<file path="config.mk">
export PLATFORM = sky130hd
export DESIGN_NAME = sbsu_queue
export DESIGN_NICKNAME = d
export VERILOG_FILES = /design/src/sbsu_pkg.sv /design/src/sbsu_queue.sv
export SDC_FILE = /design/constraint.sdc
export NUM_CORES = 1
export LEC_CHECK = 0
export BUFFER_PORTS_ARGS = -buffer_cell sky130_fd_sc_hd__buf_2
export CAP_MARGIN = 20
export CORE_MARGIN = 2
export CORE_UTILIZATION = 40
export CTS_CLUSTER_SIZE = 25
export DETAILED_ROUTE_END_ITERATION = 6
export SLEW_MARGIN = 10
export SYNTH_ARGS = -nofsm -noshare
export SYNTH_HDL_FRONTEND = slang
export SYNTH_SLANG_ARGS = --single-unit
</file>
<file path="constraint.sdc">
create_clock -name i_clk -period 6.6 [get_ports i_clk]
set_input_delay 0 -clock i_clk [delete_from_list [all_inputs] [get_ports i_clk]]
set_output_delay 0 -clock i_clk [all_outputs]
set_load 0.01 [all_outputs]
</file>
<file path="src/sbsu_pkg.sv">
// Shared types and constants for the sprite blitter with save-under.
// No dependencies; imported by every module of the block.
`timescale 1ns / 1ps

package sbsu_pkg;

    // Geometry of the frame store and the save store
    localparam int HALF_WIDTH   = 512;
    localparam int FRAME_HEIGHT = 256;
    localparam int TILE_SPLIT   = 64;
    localparam int SAVE_DEPTH   = 256;

    localparam int ROW_BYTES    = 2 * HALF_WIDTH;
    localparam int FRAME_BYTES  = ROW_BYTES * FRAME_HEIGHT;
    localparam int FA_W         = $clog2(FRAME_BYTES);
    localparam int SA_W         = $clog2(SAVE_DEPTH);
    localparam int RW           = $clog2(FRAME_HEIGHT);
    localparam int CLW          = $clog2(ROW_BYTES);

    // Column math width: tile column up to 1023 plus the largest half width
    localparam int XW           = 14;

    localparam int SHIELD_LIMIT = 224;
    localparam int LEVEL_SHIFT  = 5;
    localparam int TILE_SIZE    = 8;

    // Command queue between front and back
    localparam int Q_DEPTH      = 4;
    localparam int QA_W         = $clog2(Q_DEPTH);

    typedef enum logic [2:0] {
        OP_TILE    = 3'd0,
        OP_DRAW    = 3'd1,
        OP_RESTORE = 3'd2,
        OP_COLLIDE = 3'd3,
        OP_READ    = 3'd4
    } t_op;

    typedef enum logic [2:0] {
        CFG_ORIGIN_X = 3'd0,
        CFG_ORIGIN_Y = 3'd1,
        CFG_WIDTH    = 3'd2,
        CFG_HEIGHT   = 3'd3,
        CFG_SHIELD   = 3'd4
    } t_cfg_idx;

    typedef enum logic {
        KIND_READ    = 1'b0,
        KIND_CRASH   = 1'b1
    } t_kind;

    typedef struct packed {
        logic [9:0] origin_x;
        logic [7:0] origin_y;
        logic [7:0] width;
        logic [7:0] height;
        logic       shield;
    } t_cfg;

    // Decoded request. a_ok/fa: primary frame access (or fold enable for a
    // collision pixel); b_ok/fb: mirror write of a tile pixel.
    typedef struct packed {
        t_op             op;
        logic            a_ok;
        logic [FA_W-1:0] fa;
        logic            b_ok;
        logic [FA_W-1:0] fb;
        logic [SA_W-1:0] sidx;
        logic [7:0]      pixel;
        logic            last;
    } t_cmd;

endpackage

</file>
<file path="src/sbsu_queue.sv">
// Short FIFO of decoded requests between front and back.
// Depends on sbsu_pkg (t_cmd, Q_DEPTH).
`timescale 1ns / 1ps

module sbsu_queue import sbsu_pkg::*; (
    input  logic i_clk,
    input  logic i_rst_n,
    input  logic i_push,
    input  t_cmd i_data,
    output logic o_full,
    input  logic i_pop,
    output t_cmd o_head,
    output logic o_empty
);

    t_cmd            r_mem [Q_DEPTH];
    logic [QA_W-1:0] r_wr_ptr;
    logic [QA_W-1:0] r_rd_ptr;
    logic [QA_W:0]   r_count;

    logic do_push;
    logic do_pop;

    assign o_full  = (r_count == (QA_W+1)'(Q_DEPTH));
    assign o_empty = (r_count == '0);
    assign o_head  = r_mem[r_rd_ptr];
    assign do_push = i_push && !o_full;
    assign do_pop  = i_pop && !o_empty;

    always_ff @(posedge i_clk) begin
        if (!i_rst_n) begin
            r_wr_ptr <= '0;
            r_rd_ptr <= '0;
            r_count  <= '0;
        end else begin
            if (do_push) r_wr_ptr <= r_wr_ptr + 1'b1;
            if (do_pop)  r_rd_ptr <= r_rd_ptr + 1'b1;
            case ({do_push, do_pop})
                2'b10:   r_count <= r_count + 1'b1;
                2'b01:   r_count <= r_count - 1'b1;
                default: r_count <= r_count;
            endcase
        end
    end

    always_ff @(posedge i_clk) begin
        if (do_push) r_mem[r_wr_ptr] <= i_data;
    end

endmodule

</file>
Word-level counts from Yosys, hierarchy flattened
Memories as Yosys holds them, arrays and structs flattened. A register that Yosys moved wholly into a read port is not among the register bits.
Cells that the tools add are included.

operators by class
  add/sub/neg operators = 4
  reduce and logical (&&, ||, !) cells = 6
  muxes and demuxes = 5
  equal/unequal tests = 3

operators with widths
  kind                                                                   count
  3-bit case mux with 2 select lines                                     1
  2-bit by 1-bit adder with 2-bit output, second input constant          2
  2-bit 2-to-1 mux                                                       2
  3-bit by 1-bit adder with 3-bit output, second input constant          1
  3-bit equality test, second input constant                             1
  3-bit logical NOT                                                      1
  3-bit by 1-bit subtractor with 3-bit output, second input constant     1
  2-bit by 1-bit equality test with 1-bit output, second input constant  1
  2-bit equality test, second input constant                             1
  1-bit logical AND                                                      2
  1-bit logical NOT                                                      2
  1-bit 2-to-1 mux                                                       2
  2-bit nonzero test                                                     1

storage, ports and cells
  RAM bits = 232
  logic and storage cells = 22
  memories kept = 1
  register bits = 7
  input port bits = 62
  output and inout bits = 60

memories
  memory  words  bits a word  read ports  clocked after Yosys merged registers in  write ports  RTL line          RTL
  r_mem   4      58           1           1                                        1            sbsu_queue.sv:16  t_cmd r_mem [Q_DEPTH];

Longest topological paths before layout
  depth after elaboration = 5
  mapped depth = 10

Worst setup path before layout
OpenSTA, ideal clock, no wires.

  path kind = register to register
  start point = reg r_count[2]
  end point = mem r_mem[0][0] (netlist name), enable pin
  buffers on the path = 1
  data required time = 6.178 ns
  stages on the path, launching flop included = 5
  data arrival time = 2.236 ns
  setup slack = 3.942 ns
  cells stage by stage = dfxtp_1 -> nor3b_1 -> nor2b_1 -> clkbuf_1 -> and2_1

on the way
  cells in the longest elaborated chain, start to end = 5

ends and longest elaborated chain
  item                                    RTL line          RTL
  from (decl)                             sbsu_queue.sv:19  logic [QA_W:0] r_count;
  from (signal assigned)                  sbsu_queue.sv:39  2'b10: r_count <= r_count + 1'b1;
  from (signal assigned)                  sbsu_queue.sv:40  2'b01: r_count <= r_count - 1'b1;
  from (signal assigned)                  sbsu_queue.sv:41  default: r_count <= r_count;
  3-bit equality test                     sbsu_queue.sv:24  assign o_full = (r_count == (QA_W+1)'(Q_DEPTH));
  named net o_full                        sbsu_queue.sv:10  output logic o_full,
  1-bit logical NOT                       sbsu_queue.sv:27  assign do_push = i_push && !o_full;
  1-bit logical AND                       sbsu_queue.sv:27
  1-bit 2-to-1 mux                        sbsu_queue.sv:47  if (do_push) r_mem[r_wr_ptr] <= i_data;
  1-bit 2-to-1 mux (implied by the code)  sbsu_queue.sv:47
  to (decl)                               sbsu_queue.sv:16

The timed path passes the listed nets, and every way through them passes these cells.

==> impl_metrics.toml <==
[sta]
setup_viol = 0
rsz0062_at_grt = "false"
slew_viol_final = 0
tightest_slew_ps = 922
timing.final.hold_violations = 0
finalClockSkew_ps = 5.43
relSlewSlack = 0.386
worst_slack_ps = 3940
tns_ps = 0
fmax_ghz = 0.376
period_share = 0.402
period_needed_ps = 2660

[route]
num_vias = 4191
firstDrtPassIters = 4
first_iter_violations = 160
wl_mm = 16.1
drtAntennaViolNets = 0
wire_per_inst_um = 18.8
drt_drc_violations_left = 0
vias_per_cell = 4.91

[synthesis]
ys_seq_elements = 241
syn_nets = 425
synthCells = 357
ys_types = 25
yosysSeqAreaShare = 0.805
postSynthAreaPerCell_um2 = 24.9
yosys_warnings = 0
netlist_area_um2 = 8880

[placed_design]
place_ws_ps = 4240
hpwl_mm = 8.97
post-place-cells = 744
gp_congestion = 0.670
portBuffers = 121

[worst_setup_path]
critPathKind = "reg -> out"
reg2reg_slack_ps = 4290
r2r-start = "r_count[0]"
path_max_fanout = 34
worstSetupStartpointType = "flip-flop"
cp.arrival_ps = 2660
r2r_cells = 3
cp-end-kind = "output port"
critPathRequiredTime_ps = 6600
cp-endpoint = "o_head[3]"
reg2reg_to = "r_mem[1][22]"

[grt]
antenna_found_initial = 0
track_usage = 0.138
grt_pass1_vias = 4633
grt_max_degree = 59
grt_pass1_wl_mm = 25.3
grt.overflow.total = 0

[power]
p_clk_frac = 0.329
cellInternalPower_mw = 3.05
powerDensity_nw_per_um2 = 367
leakagePower_nw = 3.77
ir_worst_vdd_uv = 158
p_seq_frac = 0.475
switchingPower_mw = 1.04
power_frac_comb = 0.196
swShare = 0.255

[cells_and_area]
fin_util = 0.512
fin_nets = 621
layout_commonest_cell = "edfxtp_1"
syn2layout_area_growth_pct = 25.7
stdcell_count = 853
nFillCells = 1763
drive_above_1_share = 0.398
mostFrequentLayoutCells = "edfxtp_1 (232), buf_2 (121), dlygate4sd3_1 (61), mux4_2 (58), clkbuf_16 (27)"
antennaDiodeCount = 0

[die]
start_util = 0.407
die_area_um2 = 23400
coreArea_um2 = 21800
num_rows = 54
num_io_pins = 122
dieWidth_um = 153
dieHeight_um = 153

[clocking]
clk_path_buf_depth = 3
tritoncts = "done"
post_cts_buffers = 0
numCtsBuffers = 26
htreeDepth = 1
clock_sinks = 241
root_buffer = "clkbuf_16"
clk_pin_slew_ps = 60
worstSkewPairLatency_ps = 510

[outcome]
outcome = "completed"

[min_path]
holdCritPathClass = "in -> reg"

[job]
maxCapViolations = 0
[area by class of cell]
cell class,count,area [µm²],area share
sequential,241,7150,0.641
multi-input combinational,95,1590,0.143
timing repair buffer,183,1220,0.110
clock buffer,35,746,0.0668
tap,280,350,0.0314
clock inverter,13,72.6,0.00650
inverter,6,22.5,0.00202
[worst max-delay path, stage by stage, from the launching register on]
cell and delay [ps]:
dfxtp_4 680, buf_4 660, mux4_2 600, buf_2 160
[power groups by stage]
stage	logic (mW)	clock network [mW]	registers [mW]
detailed placement	0.796	0	1.98
finish	0.802	1.35	1.94
floorplan	0.598	0	1.91
global route	0.875	1.44	1.97
global placement	0.786	0	1.97
CTS	0.829	1.38	1.95
[sequential cells by signal (all words and copies together) (netlist names), named ones only]
name and cells:
r_mem 232, r_wr_ptr 2, r_rd_ptr 2, r_count 3
[kinds of logic (layout without fill, tap and decap cells)]
logic type,after synthesis,count (layout),share of synthesized area
multiplexers,60,60,0.149
XOR/XNOR,2,2,0.00197
buffers and inverters,21,237,0.0170
AND/OR/NAND/NOR,20,20,0.0132
adder cells (fa/ha/maj),6,6,0.00930
flip-flops,241,241,0.805
AO/OA/AOI/OAI,7,7,0.00451
[layer usage]
metal	GRT usage	wire [µm]	share of wire	vias up
met5	0	0	0	-
met4	0.0392	277	0.017	0
met3	0.0337	923	0.057	24
met2	0.242	8330	0.52	112
met1	0.172	6550	0.41	2157
li1	-	-	-	1898
[Yosys cell counts]
cell type  count  share of area
mux2i_1        2         0.0023
xnor2_1        1        0.00099
dfxtp_1        9          0.020
nand2_1        7         0.0030
a21boi_0       2         0.0017
buf_12         3         0.0068
nor2b_1        2         0.0014
nor3b_1        1        0.00085
edfxtp_1     232           0.78
ha_1           5         0.0070
buf_1          3         0.0013
buf_6          1         0.0013
and2_1         6         0.0042
mux4_2        58           0.15
or3_1          2         0.0014
buf_4          3         0.0025
nor3_2         1         0.0011
inv_1          6         0.0025
or4bb_1        1         0.0013
buf_2          3         0.0017
xor2_1         1        0.00099
clkbuf_2       1        0.00056
fa_1           1         0.0023
o21ai_0        5         0.0028
clkbuf_1       1        0.00042
[through the flow]
| step | cell area (µm²) | power, mW | hold WS (ps) |
|---|---|---|---|
| 4_1_cts | 11200 | 4.16 | 211 |
| 3_5_place_dp | 9730 | 2.78 | 217 |
| 6_report | 11200 | 4.09 | 230 |
| 3_3_place_gp | 9730 | 2.76 | 209 |
| 5_1_grt | 11200 | 4.28 | 234 |
| 2_1_floorplan | 8880 | 2.51 | 98.9 |
[how the worst min path moves through the flow]
stage / from / endpoint / slack [ps] / depth (start not counted)
finish: i_data[8] / r_mem[3][8] / 230 / 2
global route: i_data[43] / r_mem[0][43] / 230 / 2
CTS: i_data[8] / r_mem[3][8] / 210 / 2
detailed placement: i_data[31] / r_mem[2][31] / 220 / 1
global placement: i_data[43] / r_mem[3][43] / 210 / 1
floorplan: i_data[0] / r_mem[0][0] / 100 / 0
[what timing repair did]
| action | 4_1_cts | 5_1_grt |
|---|---|---|
| setup endpoints to repair | 0 | 0 |
| hold buffers | 61 | 0 |
| endpoints found under the hold margin | 241 | 0 |
| gates resized for setup | 0 | 0 |
Power figures use the tool's default switching activity.
