`src/sbsu_pkg.sv`:
```
// Shared types and constants for the sprite blitter with save-under.
// No dependencies; imported by every module of the block.
`timescale 1ns / 1ps

package sbsu_pkg;

    // Geometry of the frame store and the save store
    localparam int HALF_WIDTH   = 512;
    localparam int FRAME_HEIGHT = 256;
    localparam int TILE_SPLIT   = 64;
    localparam int SAVE_DEPTH   = 256;

    localparam int ROW_BYTES    = 2 * HALF_WIDTH;
    localparam int FRAME_BYTES  = ROW_BYTES * FRAME_HEIGHT;
    localparam int FA_W         = $clog2(FRAME_BYTES);
    localparam int SA_W         = $clog2(SAVE_DEPTH);
    localparam int RW           = $clog2(FRAME_HEIGHT);
    localparam int CLW          = $clog2(ROW_BYTES);

    // Column math width: tile column up to 1023 plus the largest half width
    localparam int XW           = 14;

    localparam int SHIELD_LIMIT = 224;
    localparam int LEVEL_SHIFT  = 5;
    localparam int TILE_SIZE    = 8;

    // Command queue between front and back
    localparam int Q_DEPTH      = 4;
    localparam int QA_W         = $clog2(Q_DEPTH);

    typedef enum logic [2:0] {
        OP_TILE    = 3'd0,
        OP_DRAW    = 3'd1,
        OP_RESTORE = 3'd2,
        OP_COLLIDE = 3'd3,
        OP_READ    = 3'd4
    } t_op;

    typedef enum logic [2:0] {
        CFG_ORIGIN_X = 3'd0,
        CFG_ORIGIN_Y = 3'd1,
        CFG_WIDTH    = 3'd2,
        CFG_HEIGHT   = 3'd3,
        CFG_SHIELD   = 3'd4
    } t_cfg_idx;

    typedef enum logic {
        KIND_READ    = 1'b0,
        KIND_CRASH   = 1'b1
    } t_kind;

    typedef struct packed {
        logic [9:0] origin_x;
        logic [7:0] origin_y;
        logic [7:0] width;
        logic [7:0] height;
        logic       shield;
    } t_cfg;

    // Decoded request. a_ok/fa: primary frame access (or fold enable for a
    // collision pixel); b_ok/fb: mirror write of a tile pixel.
    typedef struct packed {
        t_op             op;
        logic            a_ok;
        logic [FA_W-1:0] fa;
        logic            b_ok;
        logic [FA_W-1:0] fb;
        logic [SA_W-1:0] sidx;
        logic [7:0]      pixel;
        logic            last;
    } t_cmd;

endpackage

```
`src/sbsu_front.sv`:
```
// Front end: accepts requests, resolves tile/sprite/read addresses and range
// checks, drops requests with no effect. Depends on sbsu_pkg.
`timescale 1ns / 1ps

module sbsu_front import sbsu_pkg::*; (
    input  t_cfg        i_cfg,
    input  logic        i_push,
    input  logic [2:0]  i_op,
    input  logic [6:0]  i_tile_col,
    input  logic [4:0]  i_tile_row,
    input  logic [2:0]  i_in_tile_x,
    input  logic [2:0]  i_in_tile_y,
    input  logic [7:0]  i_sprite_col,
    input  logic [7:0]  i_sprite_row,
    input  logic [7:0]  i_pixel,
    input  logic [9:0]  i_read_x,
    input  logic [7:0]  i_read_y,
    input  logic        i_last_pixel,
    input  logic        i_q_full,
    output logic        o_q_push,
    output t_cmd        o_q_cmd
);

    // tile pixel
    logic [XW-1:0]   tile_x;
    logic [XW-1:0]   tile_x_other;
    logic            tile_right;
    logic [7:0]      tile_y;
    logic            tile_y_ok;
    logic            tile_a_ok;
    logic            tile_b_ok;

    // sprite pixel
    logic [16:0]     save_idx;
    logic [XW-1:0]   spr_x;
    logic [8:0]      spr_y_sum;
    logic [RW-1:0]   spr_y;
    logic            spr_ok;

    // read
    logic            rd_ok;

    logic            useful;

    function automatic logic [FA_W-1:0] frame_addr(input logic [RW:0] row,
                                                   input logic [XW-1:0] col);
        frame_addr = FA_W'(row) * FA_W'(ROW_BYTES) + FA_W'(col);
    endfunction

    always_comb begin
        tile_x     = XW'(i_tile_col) * XW'(TILE_SIZE) + XW'(i_in_tile_x);
        tile_y     = {i_tile_row, 3'b000} + {5'b0, i_in_tile_y};
        tile_y_ok  = (11'(tile_y) < 11'(FRAME_HEIGHT));
        tile_right = ({2'b00, i_tile_col} >= 9'(TILE_SPLIT));
        if (tile_right) begin
            tile_x_other = tile_x - XW'(HALF_WIDTH);
            tile_b_ok    = tile_y_ok && (tile_x >= XW'(HALF_WIDTH));
        end else begin
            tile_x_other = tile_x + XW'(HALF_WIDTH);
            tile_b_ok    = tile_y_ok && (tile_x_other < XW'(ROW_BYTES));
        end
        tile_a_ok = tile_y_ok && (tile_x < XW'(ROW_BYTES));

        save_idx  = 17'(i_sprite_row) * 17'(i_cfg.width) + 17'(i_sprite_col);
        spr_x     = XW'(i_cfg.origin_x) + XW'(i_sprite_col);
        spr_y_sum = 9'(i_cfg.origin_y) + 9'(i_sprite_row);
        spr_y     = RW'(spr_y_sum % FRAME_HEIGHT);
        spr_ok    = (i_sprite_col < i_cfg.width) && (i_sprite_row < i_cfg.height)
                 && (save_idx < 17'(SAVE_DEPTH)) && (spr_x < XW'(ROW_BYTES));

        rd_ok     = (XW'(i_read_x) < XW'(ROW_BYTES))
                 && (11'(i_read_y) < 11'(FRAME_HEIGHT));

        o_q_cmd.op    = t_op'(i_op);
        o_q_cmd.a_ok  = 1'b0;
        o_q_cmd.fa    = '0;
        o_q_cmd.b_ok  = 1'b0;
        o_q_cmd.fb    = frame_addr((RW+1)'(tile_y), tile_x_other);
        o_q_cmd.sidx  = SA_W'(save_idx);
        o_q_cmd.pixel = i_pixel;
        o_q_cmd.last  = i_last_pixel;
        useful        = 1'b0;

        case (t_op'(i_op))
            OP_TILE: begin
                o_q_cmd.a_ok = tile_a_ok;
                o_q_cmd.b_ok = tile_b_ok;
                o_q_cmd.fa   = frame_addr((RW+1)'(tile_y), tile_x);
                useful       = tile_a_ok || tile_b_ok;
            end
            OP_DRAW, OP_RESTORE: begin
                o_q_cmd.a_ok = spr_ok;
                o_q_cmd.fa   = frame_addr((RW+1)'(spr_y), spr_x);
                useful       = spr_ok;
            end
            OP_COLLIDE: begin
                // transparent pixels never fold
                o_q_cmd.a_ok = spr_ok && (i_pixel != 8'd0);
                useful       = o_q_cmd.a_ok || i_last_pixel;
            end
            OP_READ: begin
                o_q_cmd.a_ok = rd_ok;
                o_q_cmd.fa   = frame_addr((RW+1)'(i_read_y), XW'(i_read_x));
                useful       = 1'b1;
            end
            default: useful = 1'b0;
        endcase

        o_q_push = i_push && !i_q_full && useful;
    end

endmodule

```
`config.mk`:
```
export PLATFORM = sky130hd
export DESIGN_NAME = sbsu_front
export DESIGN_NICKNAME = d
export VERILOG_FILES = /design/src/sbsu_pkg.sv /design/src/sbsu_front.sv
export SDC_FILE = /design/constraint.sdc
export NUM_CORES = 1
export LEC_CHECK = 0
export ABC_AREA = 1
export ABC_CLOCK_PERIOD_IN_PS = 7800
export BUFFER_PORTS_ARGS = -buffer_cell sky130_fd_sc_hd__buf_2
export CORE_MARGIN = 4
export CORE_UTILIZATION = 40
export DETAILED_ROUTE_END_ITERATION = 16
export PLACE_DENSITY = 0.76
export SLEW_MARGIN = 20
export SYNTH_ARGS = -nofsm -noshare
export SYNTH_HDL_FRONTEND = slang
export SYNTH_SLANG_ARGS = --single-unit
```
`constraint.sdc`:
```
create_clock -name vclk -period 7.8
set_clock_uncertainty 0.1 [all_clocks]
set_input_delay 0.39 -clock vclk [all_inputs]
set_output_delay 0.39 -clock vclk [all_outputs]
set_load 0.01 [all_outputs]
```
# == Word level (Yosys, flattened, before mapping) ==
# Index checks and enable logic that the tools add are counted.
# totals
wordCells,42
input_bits,101
out_inout_bits,59
ff_bits,0
# op_classes
add_sub_neg,11
reduce_logical,12
eq_ne,4
muxes,6
mul,1
order_cmp,8
# ops
op,n
18-bit one-hot mux with 3 select lines,1
18-bit by 11-bit adder with 18-bit output,2
11-bit < comparator (second input constant),2
18-bit by 10-bit adder with 18-bit output,1
18-bit by 14-bit adder with 18-bit output,1
16-bit by 8-bit adder with 17-bit output,1
17-bit by 9-bit < comparator with 1-bit output (second input constant),1
8-bit < comparator,2
8-bit by 8-bit multiplier with 16-bit output,1
14-bit 2-to-1 mux,1
11-bit by 10-bit adder with 12-bit output (second input constant),1
12-bit by 11-bit < comparator with 1-bit output (second input constant),1
11-bit by 10-bit subtractor with 12-bit output (second input constant),1
10-bit by 3-bit adder with 11-bit output,1
10-bit by 8-bit adder with 11-bit output,1
11-bit by 10-bit >= comparator with 1-bit output (second input constant),1
8-bit by 3-bit adder with 8-bit output,1
8-bit adder,1
1-bit one-hot mux with 4 select lines,2
8-bit nonzero test,1
7-bit >= comparator (second input constant),1
3-bit by 2-bit == test with 1-bit output (second input constant),2
1-bit logical AND,6
3-bit by 1-bit == test with 1-bit output (second input constant),1
6 further kinds,8

# == Logic depth before layout (Yosys ltp) ==
# logic_depth
depth_word,9
mapped_depth,28
depth_no_buf,27

# == Worst setup path before layout ==
# No wires, ideal clock.
# synth_timing
kind,input-to-output
startpoint,input i_cfg[16] in the netlist's numbering
endpoint,output o_q_push
arrival_ns,4.247
path_stages,23
path_buffers,1
slack_ns,3.063
required_time_ns,7.310
path_cell_list,clkbuf_1 > nand2_1 > fa_1 > fa_1 > inv_1 > fa_1 > inv_1 > fa_1 > inv_1 > ha_1 > nand2_1 > inv_1 > nand2_1 > nand2_1 > nor2_1 > nor2_1 > nor2_1 > nand4_1 > nor2_1 > nand3_1 > nand3_1 > nand2_1 > inv_1
# synth_between
elab_chain_len,9
elab_cells_between_ends,11
classes_between,add/sub: 1; mul: 1; order compare: 2; mux: 1; reduce/logical: 6
# synth_lines
item,line_no,source
"start, declared",sbsu_front.sv:6,"input t_cfg i_cfg,"
8-bit by 8-bit multiplier with 16-bit output,sbsu_front.sv:64,save_idx = 17'(i_sprite_row) * 17'(i_cfg.width) + 17'(i_sprite_col);
16-bit by 8-bit adder with 17-bit output,sbsu_front.sv:64,
17-bit by 9-bit < comparator with 1-bit output,sbsu_front.sv:69,&& (save_idx < 17'(SAVE_DEPTH)) && (spr_x < XW'(ROW_BYTES));
1-bit logical AND * (2 in a row),sbsu_front.sv:69,
1-bit logical AND,sbsu_front.sv:98,o_q_cmd.a_ok = spr_ok && (i_pixel != 8'd0);
1-bit logical OR,sbsu_front.sv:99,useful = o_q_cmd.a_ok || i_last_pixel;
1-bit one-hot mux with 4 select lines *,sbsu_front.sv:84,case (t_op'(i_op))
1-bit logical AND *,sbsu_front.sv:109,o_q_push = i_push && !i_q_full && useful;
"end, declared",sbsu_front.sv:20,"output logic o_q_push,"
# Mark *: on every way between the ends. The rest lies on a longest branch, timed or not.

# == Worst setup path in the final report ==
# layout_timing
startpoint,input i_sprite_row[1]
endpoint,output o_q_push
# layout_between
elab_chain_len,9
elab_cells_between_ends,11
classes_between,add/sub: 1; mul: 1; order compare: 2; mux: 1; reduce/logical: 6
# layout_lines
item,line_no,source
"start, declared",sbsu_front.sv:14,"input logic [7:0] i_sprite_row,"
8-bit by 8-bit multiplier with 16-bit output,sbsu_front.sv:64,
16-bit by 8-bit adder with 17-bit output,sbsu_front.sv:64,
17-bit by 9-bit < comparator with 1-bit output,sbsu_front.sv:69,
1-bit logical AND * (2 in a row),sbsu_front.sv:69,
1-bit logical AND,sbsu_front.sv:98,
1-bit logical OR,sbsu_front.sv:99,
1-bit one-hot mux with 4 select lines *,sbsu_front.sv:84,
1-bit logical AND *,sbsu_front.sv:109,
# Marks and branches as above.

==> metrics.cfg <==
[power_and_ir_drop]
p_per_area_nw_per_um2=155
seq_power_share_pct=0
pwr-share-clk_pct=0
vdd_drop_max_mv=0.125
sw_frac_of_total_pct=61.4
p_switching_mw=0.518
p_leak_nw=3.57
power.internal_mw=0.326
combPwrFrac_pct=100.0

[timing]
clock.fmax_mhz=189
fin_crit_sh_pct=67.7
hold_viol=0
tns_ps=0
hold_slack_ps=879
fin_crit_ps=5280
setup_viol_count_final=0
fin_ws_ps=2520
slew_headroom_pct=52.3
grt_setup_unrepaired=false
tightest_slew_ps=714
drv_slew=0

[final_layout]
stdcell_count=1014
syn2layout_area_growth_pct=16.3
multi_input_area_um2=3760
drive_above_1_share_pct=20.8
seqCellArea_um2=0
fin_util_pct=47.7
n_sequential_cell=0
final_nets=1095
nClkBuffers=0
n_fill_cell=1196

[route]
vias=4805
vias_per_cell=4.74
postRouteAntennaNets=0
drtIter0Drc=209
wl_per_cell_um=12.4
drt_first_pass_iters=5
drc=0
totalWireLength_um=12500

[clocking]
hold_buffers=0
cts_resized=0
cts_setup_buffers=0

[setup_path]
cp_slowest_stage_delay_ps=540
cp.buffers_inverters=7
slowest_stage=fa_1
crit_path_max_fanout=11
critPathLaunchType=input pin
critical-path-top-delay-family=adder cells
crit_chain=buf_2 > nand2_1 > fa_1 > fa_1 > inv_1 > fa_1 > inv_1 > fa_1 > inv_1 > ha_1 > nand2_1 > inv_1 > nand2_1 > nand2_1 > nor2_1 > nor2_1 > nor2_1 > nand4_1 > nor2_1 > nand3_1 > nand3_1 > nand2_1 > inv_1 > buf_2
worst_setup_path_end_kind=primary output
cp.required_ps=7310
criticalPathCategory=in2out
arrival_ps=4790

[global_route]
antenna_found_initial=2
grt_pass1_vias=4601
grt_use_total_pct=18.1
grt_pass1_wl_um=20400
grt_max_degree=19
grt_remaining_overflow=0

[yosys]
avgSynthCellArea_um2=6.27
syn_inst=747
synth_area_leader_cell=fa_1
yosysWarnings=0
netlist_area_um2=4680
synth.distinct_cells=38
seq_area_frac_synth_pct=0
synth_area_leaders=fa_1 (20%), ha_1 (20%), nand2_1 (18%), inv_1 (15%), nand3_1 (5.6%)
synthDominantCellAreaShare_pct=20.1

[place]
hpwl_um=11300
placedCellCount=1013
dp_slack_ps=2550
place.gp.congestion=0.909
io_buffer_count=159

[die]
initial_core_util_pct=41.0
dieWidth_um=116
dieArea_um2=13500
die_h_um=116
ios=160
core-area_um2=11400
rows=39

[run_status]
outcome=finished, final reports clean

[hold_path]
hp-class=in2out

[flow_run]
maxCapViolations=0

[worst paths after layout]
kind         end             from  depth (start not counted)  slack [ps]
min   o_q_cmd[1]       i_pixel[0]                          2         880
max     o_q_push  i_sprite_row[1]                         24        2520
[cell families (layout without fill, tap and decap cells)]
| group | after synthesis | after routing | synth area share (%) |
|---|---|---|---|
| simple gates | 332 | 332 | 29.8 |
| buf+inv | 228 | 348 | 20.2 |
| fa+ha+maj | 122 | 122 | 40.1 |
| compound gates | 48 | 48 | 6.22 |
| xor+xnor | 15 | 15 | 3.53 |
| other cells | 2 | 6 | 0.160 |
[through the flow]
stage	instance area (µm²)	total power [mW]
2_1_floorplan	4690	0.625
3_3_place_gp	5440	0.833
3_5_place_dp	5440	0.839
4_1_cts	5440	0.847
5_1_grt	5450	0.986
6_report	5450	0.845
[power groups by stage]
| stage | Clock (mW) | Combinational, mW | Sequential [mW] |
|---|---|---|---|
| floorplan | 0 | 0.625 | 0 |
| global route | 0.0000000172 | 0.986 | 0 |
| finish | 0.0000000172 | 0.845 | 0 |
| detailed placement | 0 | 0.839 | 0 |
| CTS | 0 | 0.847 | 0 |
| global placement | 0 | 0.833 | 0 |
[Yosys cell counts (3+ instances only)]
| cell type | count |
|---|---|
| xor2_1 | 8 |
| or2_2 | 3 |
| buf_4 | 21 |
| a21oi_1 | 22 |
| ha_1 | 75 |
| nand2_1 | 219 |
| inv_2 | 4 |
| o21bai_1 | 6 |
| nor2_1 | 33 |
| fa_1 | 47 |
| clkbuf_1 | 15 |
| o21ai_1 | 4 |
| inv_1 | 183 |
| o21ai_0 | 5 |
| xnor2_1 | 4 |
| nand3_1 | 52 |
| nand2_2 | 3 |
| buf_2 | 3 |
| nand4_1 | 10 |
| o211ai_1 | 6 |
[placed cells by master (no fill, tap or decap), types with 2 or more instances in the layout]
master,synthesis,final
nor2_2,2,3
nand3_1,52,52
xor2_1,8,8
buf_2,3,159
o21ai_0,5,5
ha_1,75,75
o211ai_1,6,6
o21bai_1,6,6
nand2_2,3,3
conb_1,2,5
xnor2_1,4,4
inv_1,183,183
or2_2,3,3
and2_1,2,2
fa_1,47,47
nand4_1,10,10
xor2_2,2,2
nor3_1,2,2
o21ai_1,4,4
inv_2,4,4
nor2_1,33,32
a21oi_1,22,22
nand2_1,219,219
[routing by layer]
layer  wire [µm]  track usage [%]  vias to the layer above
met5          13                0                        -
met4         239             3.94                        2
met3         789            0.829                       21
met2        6530             35.7                      145
met1        4960             21.5                     2163
li1            -                -                     2474
[layout make-up]
class	count	share of cell area (%)
tap	143	3.28
multi-input combinational	522	69.0
timing repair buffer	160	14.7
antenna	1	0.0459
inverter	188	13.0
No activity file was read; power rests on OpenSTA's default activity.
